[src/sv/xue_pkg.sv]
// Package for the XML / URL escape encoder.
// Holds the mode codes, the entity table and the hex digit helpers.
// Has no dependencies.
`default_nettype none

package xue_pkg;

    typedef enum logic [1:0] {
        MODE_PASS = 2'd0,
        MODE_XML  = 2'd1,
        MODE_XML2 = 2'd2,
        MODE_URL  = 2'd3
    } mode_t;

    localparam int unsigned CharW    = 8;
    localparam int unsigned CountW   = 32;
    localparam int unsigned RunIdxW  = 4;   // run index 0..9
    localparam int unsigned MaxRun   = 10;

    localparam logic [2:0] ENT_QUOT = 3'd0;
    localparam logic [2:0] ENT_APOS = 3'd1;
    localparam logic [2:0] ENT_LT   = 3'd2;
    localparam logic [2:0] ENT_GT   = 3'd3;
    localparam logic [2:0] ENT_AMP  = 3'd4;

    typedef struct packed {
        logic             valid;
        logic [CharW-1:0] data;
        logic             last;
        logic             clear;   // first byte of a string: restart the count
    } emit_req_t;

    function automatic logic [2:0] entity_len(input logic [2:0] idx);
        logic [2:0] len;
        case (idx)
            ENT_QUOT: len = 3'd6;
            ENT_APOS: len = 3'd6;
            ENT_LT:   len = 3'd4;
            ENT_GT:   len = 3'd4;
            default:  len = 3'd5;
        endcase
        return len;
    endfunction

    // Byte at position pos (0 = leftmost) of the entity selected by idx.
    function automatic logic [7:0] entity_byte(input logic [2:0] idx, input logic [2:0] pos);
        logic [47:0] s;
        logic [2:0]  len;
        logic [5:0]  sh;
        case (idx)
            ENT_QUOT: s = "&quot;";
            ENT_APOS: s = "&apos;";
            ENT_LT:   s = 48'("&lt;");
            ENT_GT:   s = 48'("&gt;");
            default:  s = 48'("&amp;");
        endcase
        len = entity_len(idx);
        sh  = {3'(len - 3'd1 - pos), 3'b000};
        return s[sh +: 8];
    endfunction

    function automatic logic [7:0] hex_digit(input logic [3:0] d);
        logic [7:0] c;
        if (d < 4'd10)
        begin
            c = 8'h30 + {4'd0, d};
        end
        else
        begin
            c = 8'h41 + {4'd0, d} - 8'd10;
        end
        return c;
    endfunction

endpackage

`default_nettype wire

[src/sv/xue_encode.sv]
// Combinational encoder: for one character and mode, gives the run length
// and the byte at a given position of the run. Depends on xue_pkg.
`default_nettype none

module xue_encode (
    input  wire logic [xue_pkg::CharW-1:0]   char_val,
    input  wire xue_pkg::mode_t              mode,
    input  wire logic [xue_pkg::RunIdxW-1:0] pos,
    output logic      [xue_pkg::CharW-1:0]   byte_val,
    output logic      [xue_pkg::RunIdxW-1:0] run_len
);

    logic       xml_hit;
    logic [2:0] ent_idx;
    logic [2:0] ent_len;
    logic       url_hit;
    logic [xue_pkg::RunIdxW-1:0] pos_m4;

    always_comb
    begin
        xml_hit = 1'b1;
        ent_idx = xue_pkg::ENT_AMP;
        case (char_val)
            8'h22:   ent_idx = xue_pkg::ENT_QUOT;
            8'h27:   ent_idx = xue_pkg::ENT_APOS;
            8'h3C:   ent_idx = xue_pkg::ENT_LT;
            8'h3E:   ent_idx = xue_pkg::ENT_GT;
            8'h26:   ent_idx = xue_pkg::ENT_AMP;
            default: xml_hit = 1'b0;
        endcase
    end

    assign ent_len = xue_pkg::entity_len(ent_idx);
    assign url_hit = (char_val >= 8'h20 && char_val <= 8'h2F)
                  || (char_val >= 8'h3A && char_val <= 8'h40);
    assign pos_m4  = pos - xue_pkg::RunIdxW'(4);

    always_comb
    begin
        byte_val = char_val;
        run_len  = xue_pkg::RunIdxW'(1);
        unique case (mode)
            xue_pkg::MODE_XML:
            begin
                if (xml_hit)
                begin
                    run_len  = {1'b0, ent_len};
                    byte_val = xue_pkg::entity_byte(ent_idx, pos[2:0]);
                end
            end
            xue_pkg::MODE_XML2:
            begin
                // The whole "&amp;" prefix, then the entity without its ampersand.
                if (xml_hit)
                begin
                    run_len = {1'b0, ent_len} + xue_pkg::RunIdxW'(4);
                    if (pos < xue_pkg::RunIdxW'(5))
                    begin
                        byte_val = xue_pkg::entity_byte(xue_pkg::ENT_AMP, pos[2:0]);
                    end
                    else
                    begin
                        byte_val = xue_pkg::entity_byte(ent_idx, pos_m4[2:0]);
                    end
                end
            end
            xue_pkg::MODE_URL:
            begin
                if (url_hit)
                begin
                    run_len = xue_pkg::RunIdxW'(3);
                    if (pos == xue_pkg::RunIdxW'(0))
                    begin
                        byte_val = 8'h25;
                    end
                    else if (pos == xue_pkg::RunIdxW'(1))
                    begin
                        byte_val = xue_pkg::hex_digit(char_val[7:4]);
                    end
                    else
                    begin
                        byte_val = xue_pkg::hex_digit(char_val[3:0]);
                    end
                end
            end
            default:
            begin
                byte_val = char_val;
                run_len  = xue_pkg::RunIdxW'(1);
            end
        endcase
    end

endmodule

`default_nettype wire

[src/sv/xue_out_stage.sv]
// Output register and saturating byte counter of the escape encoder.
// Depends on xue_pkg.
`default_nettype none

module xue_out_stage (
    input  wire logic                         clk,
    input  wire logic                         rst_n,
    input  wire xue_pkg::emit_req_t           req,
    input  wire logic                         out_ready,
    output logic                              out_free,
    output logic                              out_valid,
    output logic [xue_pkg::CharW-1:0]         out_byte,
    output logic                              last_of_run,
    output logic [xue_pkg::CountW-1:0]        running_length
);

    logic                          out_valid_reg;
    logic                          out_valid_next;
    logic [xue_pkg::CharW-1:0]     byte_reg;
    logic                          last_reg;
    logic [xue_pkg::CountW-1:0]    len_reg;
    logic [xue_pkg::CountW-1:0]    count_reg;
    logic [xue_pkg::CountW-1:0]    count_next;
    logic [xue_pkg::CountW-1:0]    count_base;
    logic                          load;

    assign out_free = !out_valid_reg || out_ready;
    assign load     = req.valid && out_free;

    assign count_base = req.clear ? '0 : count_reg;
    assign count_next = (count_base == '1) ? count_base : count_base + 1'b1;

    always_comb
    begin
        out_valid_next = out_valid_reg;
        if (load)
        begin
            out_valid_next = 1'b1;
        end
        else if (out_ready)
        begin
            out_valid_next = 1'b0;
        end
    end

    always_ff @(posedge clk or negedge rst_n)
    begin
        if (!rst_n)
        begin
            out_valid_reg <= 1'b0;
            count_reg     <= '0;
        end
        else
        begin
            out_valid_reg <= out_valid_next;
            if (load)
            begin
                count_reg <= count_next;
            end
        end
    end

    always_ff @(posedge clk)
    begin
        if (load)
        begin
            byte_reg <= req.data;
            last_reg <= req.last;
            len_reg  <= count_next;
        end
    end

    assign out_valid      = out_valid_reg;
    assign out_byte       = byte_reg;
    assign last_of_run    = last_reg;
    assign running_length = len_reg;

endmodule

`default_nettype wire

[src/sv/xml_url_escape_encoder_unit.sv]
// Path: input register, combinational encode, output register. Throughput: one output
// byte per cycle while out_ready holds; a character whose encoding is 1 to 10 bytes holds
// the input register until its last byte is emitted, so plain characters flow one per
// cycle. The input register and its run index set that rate.
// Reset clears all valid flags, the byte count and sets the mode to pass-through.
// Top level of the XML / URL escape encoder; uses xue_pkg, xue_encode, xue_out_stage.
`default_nettype none

module xml_url_escape_encoder_unit (
    input  wire logic                          clk,
    input  wire logic                          rst_n,
    input  wire logic                          cfg_we,
    input  wire logic [1:0]                    cfg_wdata,
    input  wire logic                          in_valid,
    output logic                               in_ready,
    input  wire logic [xue_pkg::CharW-1:0]     char_in,
    input  wire logic                          start_of_string,
    output logic                               out_valid,
    input  wire logic                          out_ready,
    output logic [xue_pkg::CharW-1:0]          out_byte,
    output logic                               last_of_run,
    output logic [xue_pkg::CountW-1:0]         running_length
);

    xue_pkg::mode_t                  mode_reg;
    logic                            s1_valid_reg;
    logic                            s1_valid_next;
    logic [xue_pkg::CharW-1:0]       s1_char_reg;
    logic                            s1_sos_reg;
    logic [xue_pkg::RunIdxW-1:0]     idx_reg;
    logic [xue_pkg::RunIdxW-1:0]     idx_next;
    logic [xue_pkg::CharW-1:0]       enc_byte;
    logic [xue_pkg::RunIdxW-1:0]     enc_len;
    logic                            out_free;
    logic                            emit;
    logic                            run_last;
    logic                            in_take;
    xue_pkg::emit_req_t              req;

    xue_encode u_encode (
        .char_val (s1_char_reg),
        .mode     (mode_reg),
        .pos      (idx_reg),
        .byte_val (enc_byte),
        .run_len  (enc_len)
    );

    assign run_last = (idx_reg == enc_len - 1'b1);
    assign emit     = s1_valid_reg && out_free;
    assign in_ready = !s1_valid_reg || (emit && run_last);
    assign in_take  = in_valid && in_ready;

    assign req.valid = s1_valid_reg;
    assign req.data  = enc_byte;
    assign req.last  = run_last;
    assign req.clear = s1_sos_reg && (idx_reg == '0);

    always_comb
    begin
        s1_valid_next = s1_valid_reg;
        idx_next      = idx_reg;
        if (emit)
        begin
            idx_next = run_last ? '0 : idx_reg + 1'b1;
            if (run_last)
            begin
                s1_valid_next = 1'b0;
            end
        end
        if (in_take)
        begin
            s1_valid_next = 1'b1;
        end
    end

    always_ff @(posedge clk or negedge rst_n)
    begin
        if (!rst_n)
        begin
            mode_reg     <= xue_pkg::MODE_PASS;
            s1_valid_reg <= 1'b0;
            idx_reg      <= '0;
        end
        else
        begin
            if (cfg_we)
            begin
                mode_reg <= xue_pkg::mode_t'(cfg_wdata);
            end
            s1_valid_reg <= s1_valid_next;
            idx_reg      <= idx_next;
        end
    end

    always_ff @(posedge clk)
    begin
        if (in_take)
        begin
            s1_char_reg <= char_in;
            s1_sos_reg  <= start_of_string;
        end
    end

    xue_out_stage u_out (
        .clk            (clk),
        .rst_n          (rst_n),
        .req            (req),
        .out_ready      (out_ready),
        .out_free       (out_free),
        .out_valid      (out_valid),
        .out_byte       (out_byte),
        .last_of_run    (last_of_run),
        .running_length (running_length)
    );

endmodule

`default_nettype wire

[config.mk]
export PLATFORM = sky130hd
export DESIGN_NAME = xml_url_escape_encoder_unit
export DESIGN_NICKNAME = d
export VERILOG_FILES = /design/src/sv/xue_pkg.sv /design/src/sv/xue_encode.sv /design/src/sv/xue_out_stage.sv /design/src/sv/xml_url_escape_encoder_unit.sv
export SDC_FILE = /design/constraint.sdc
export NUM_CORES = 1
export LEC_CHECK = 0
export BUFFER_PORTS_ARGS = -buffer_cell sky130_fd_sc_hd__buf_2
export CORE_MARGIN = 5
export CORE_UTILIZATION = 60
export CTS_BUF_LIST = sky130_fd_sc_hd__clkbuf_2
export DETAILED_ROUTE_END_ITERATION = 7
export MAX_ROUTING_LAYER = met4
export PLACE_DENSITY = 0.78
export SLEW_MARGIN = 20
export SYNTH_ARGS = -nofsm -noshare
export SYNTH_HDL_FRONTEND = slang
export SYNTH_SLANG_ARGS = --single-unit
export TNS_END_PERCENT = 5
[constraint.sdc]
create_clock -name clk -period 4.35 [get_ports clk]
set_clock_uncertainty 0.05 [all_clocks]
set_input_delay 0.2175 -clock clk [delete_from_list [all_inputs] [get_ports clk]]
set_output_delay 0.2175 -clock clk [all_outputs]
set_load 0.02 [all_outputs]
==> flow_metrics.env <==
export IMPL_antenna_found_initial=0
export IMPL_die_x_um=108
export IMPL_ir_drop_uv=272
export IMPL_ys_seq_area_frac=0.437
export IMPL_start_util=0.617
export IMPL_portBuffers=58
export IMPL_synth_top_area_frac=0.262
export IMPL_crit_fanout=6
export IMPL_fin_crit_sh=0.933
export IMPL_yosysWarnings=0
export IMPL_synth_seq_cells=90
export IMPL_synth_edff_count=50
export IMPL_fin_util=0.708
export IMPL_drc=0
export IMPL_min_period_ns=4.06
export IMPL_vias=5378
export IMPL_crit_arrival_ns=3.79
export IMPL_yosys_top_cells_area="edfxtp_1 (26%), dfrtp_1 (17%), nand2_1 (5.0%)"
export IMPL_power_density_nw_per_um2=420
export IMPL_die_area_um2=11600
export IMPL_gp_congestion=0.918
export IMPL_grt_max_degree=61
export IMPL_numCtsBuffers=9
export IMPL_worstSetupStartpointType="register"
export IMPL_synth_cells=634
export IMPL_grt_pass1_vias=5126
export IMPL_leakagePower_nw=2.59
export IMPL_first_pass_iters=7
export IMPL_netlist_cell_type_count=71
export IMPL_io_pins=59
export IMPL_place_hpwl_um=11300
export IMPL_netlist_area_um2=5730
export IMPL_maxCapViolCount=0
export IMPL_grt_overflow_total=0
export IMPL_cts_root_buf="clkbuf_2"
export IMPL_finalNonFillerCells=844
export IMPL_fmaxAchievable_ghz=0.247
export IMPL_p_total_mw=2.76
export IMPL_wire_per_inst_um=19.0
export IMPL_path_clk_slew_ns=0.30
export IMPL_ys_async_sr_fraction=0.444
export IMPL_core_area_um2=9280
export IMPL_synth_top_area_cell="edfxtp_1"
export IMPL_finalHoldViolations=0
export IMPL_dp_cells=803
export IMPL_area_growth_pct=14.7
export IMPL_cts_buffer_depth=2
export IMPL_worst_pin_slew_ns=0.962
export IMPL_drt_iter0_markers=469
export IMPL_avgSynthCellArea_um2=9.04
export IMPL_fp_row_count=35
export IMPL_layout_nets=744
export IMPL_setup_viol=0
export IMPL_tns_ns=0
export IMPL_layout_drive_gt1_share=0.172
export IMPL_synthesis_nets=668
export IMPL_required_ns=4.08
export IMPL_grt_pass1_wl_um=26100
export IMPL_slew_headroom=0.359
export IMPL_routed_wl_um=16100
export IMPL_avgViaCountPerCell=6.37
export IMPL_htreeDepth=3
export IMPL_min_path_type="input pin to async pin"
export IMPL_critPathKind="register to output port"
export IMPL_timing_hold_ws_ns=0.232
export IMPL_grtUsageTotal=0.290
export IMPL_antennaDiodeCount=0
export IMPL_cp_end_kind="output port"
export IMPL_insertion_delay_ns=0.57
export IMPL_status="completed"
export IMPL_drv_slew=0
export IMPL_cts_sinks=90
export IMPL_num_fill_cells=734
export IMPL_synthFlopType="edfxtp_1"
export IMPL_die_y_um=108
export IMPL_cts_tree="built"
export IMPL_ant_nets=0
[worst max-delay path: stages (launching register included)]
cell,delay (ns)
edfxtp_1,0.53
inv_1,0.21
ha_1,0.21
or4bb_1,0.42
a221oi_2,0.31
or3_4,0.20
nand2_1,0.05
o21ai_0,0.09
a22oi_1,0.11
ha_1,0.32
xnor2_1,0.13
a21oi_1,0.13
nand4_1,0.16
o21ai_1,0.17
buf_2,0.18
[metal layers]
layer,global-route usage,routed length (um),vias to the layer above
met1,0.345,6200,2534
met5,-,0,-
met2,0.510,8350,291
li1,-,-,2508
met4,0.0875,448,0
met3,0.0426,1070,45
[layout by cell type, fill, tap and decap left out, drive strengths merged, types with 13 or more instances in the layout]
cell type and instances:
a21oi 29, edfxtp 50, inv 27, ha 17, or3 13, nor4 13
xnor2 24, dlygate4sd3 16, nand4 25, dfrtp 40, o21ai 43, nand3 31
nand2 77, nor3 14, buf 89, nor2 54
[power by group]
| part | leakage, nW | switching, mW | internal (mW) |
|---|---|---|---|
| logic | 1.56 | 0.704 | 0.425 |
| clock network | 0.0784 | 0.321 | 0.145 |
| registers | 0.957 | 0.130 | 1.04 |
[final timing paths]
| kind | from | end | slack (ns) | depth (start not counted) |
|---|---|---|---|---|
| worst max-delay path | s1_char_reg[0] | in_ready | 0.29 | 14 |
| worst min-delay path | rst_n | u_out.count_reg[24] | 0.23 | 2 |
| worst max register to register | s1_char_reg[0] | u_out.out_byte[0] | 0.44 | 15 |
| worst min register to register | u_out.count_reg[25] | u_out.count_reg[25] | 0.50 | 1 |
| max in group asynchronous | rst_n | u_out.count_reg[7] | 3.37 | 2 |
| min in group clk | char_in[7] | s1_char_reg[7] | 0.27 | 2 |
[metrics by stage]
stage          area, um^2  setup WS (ns)
2_1_floorplan        5730          0.467
3_3_place_gp         6200          0.499
3_5_place_dp         6200          0.548
4_1_cts              6490         0.0657
5_1_grt              6570        -0.0365
6_report             6570          0.293
[repair_timing]
action,CTS,global route
buffers inserted,0,9
endpoints found under the hold margin,53,0
hold buffers,16,0
setup endpoints to repair,0,1
resized for setup,0,5
[cell usage after synthesis, types with 8 or more instances]
library cell  count
or4_1             8
nand3_1          31
nor4_1           12
xnor2_1          24
a31oi_1          11
nand2_1          77
dfrtp_1          40
edfxtp_1         50
or3_1            12
ha_1             17
nor2_1           53
clkbuf_1         34
and3_1            8
nor3_1           14
o31ai_1          11
a21oi_1          29
xor2_1            9
o21ai_0          42
inv_1            23
nand4_1          24
[cell type report]
type                            instances  area [um^2]  share of cell area
Clock buffer                            9         45.0             0.00686
Clock inverter                          7         82.6              0.0126
Inverter                               24         90.1              0.0137
Multi-Input combinational cell        480         3010               0.457
Sequential cell                        90         2500               0.381
Tap cell                              129          161              0.0246
Timing Repair Buffer                  105          683               0.104
[cells by family after synthesis]
| logic type | synth area share |
|---|---|
| buffers and inverters | 0.0448 |
| XOR/XNOR | 0.0504 |
| flip-flops | 0.437 |
| multiplexers | 0.0129 |
| AO/OA/AOI/OAI | 0.169 |
| adder cells (fa/ha/maj) | 0.0424 |
| AND/OR/NAND/NOR | 0.243 |
No activity file was read; power rests on OpenSTA's default activity.
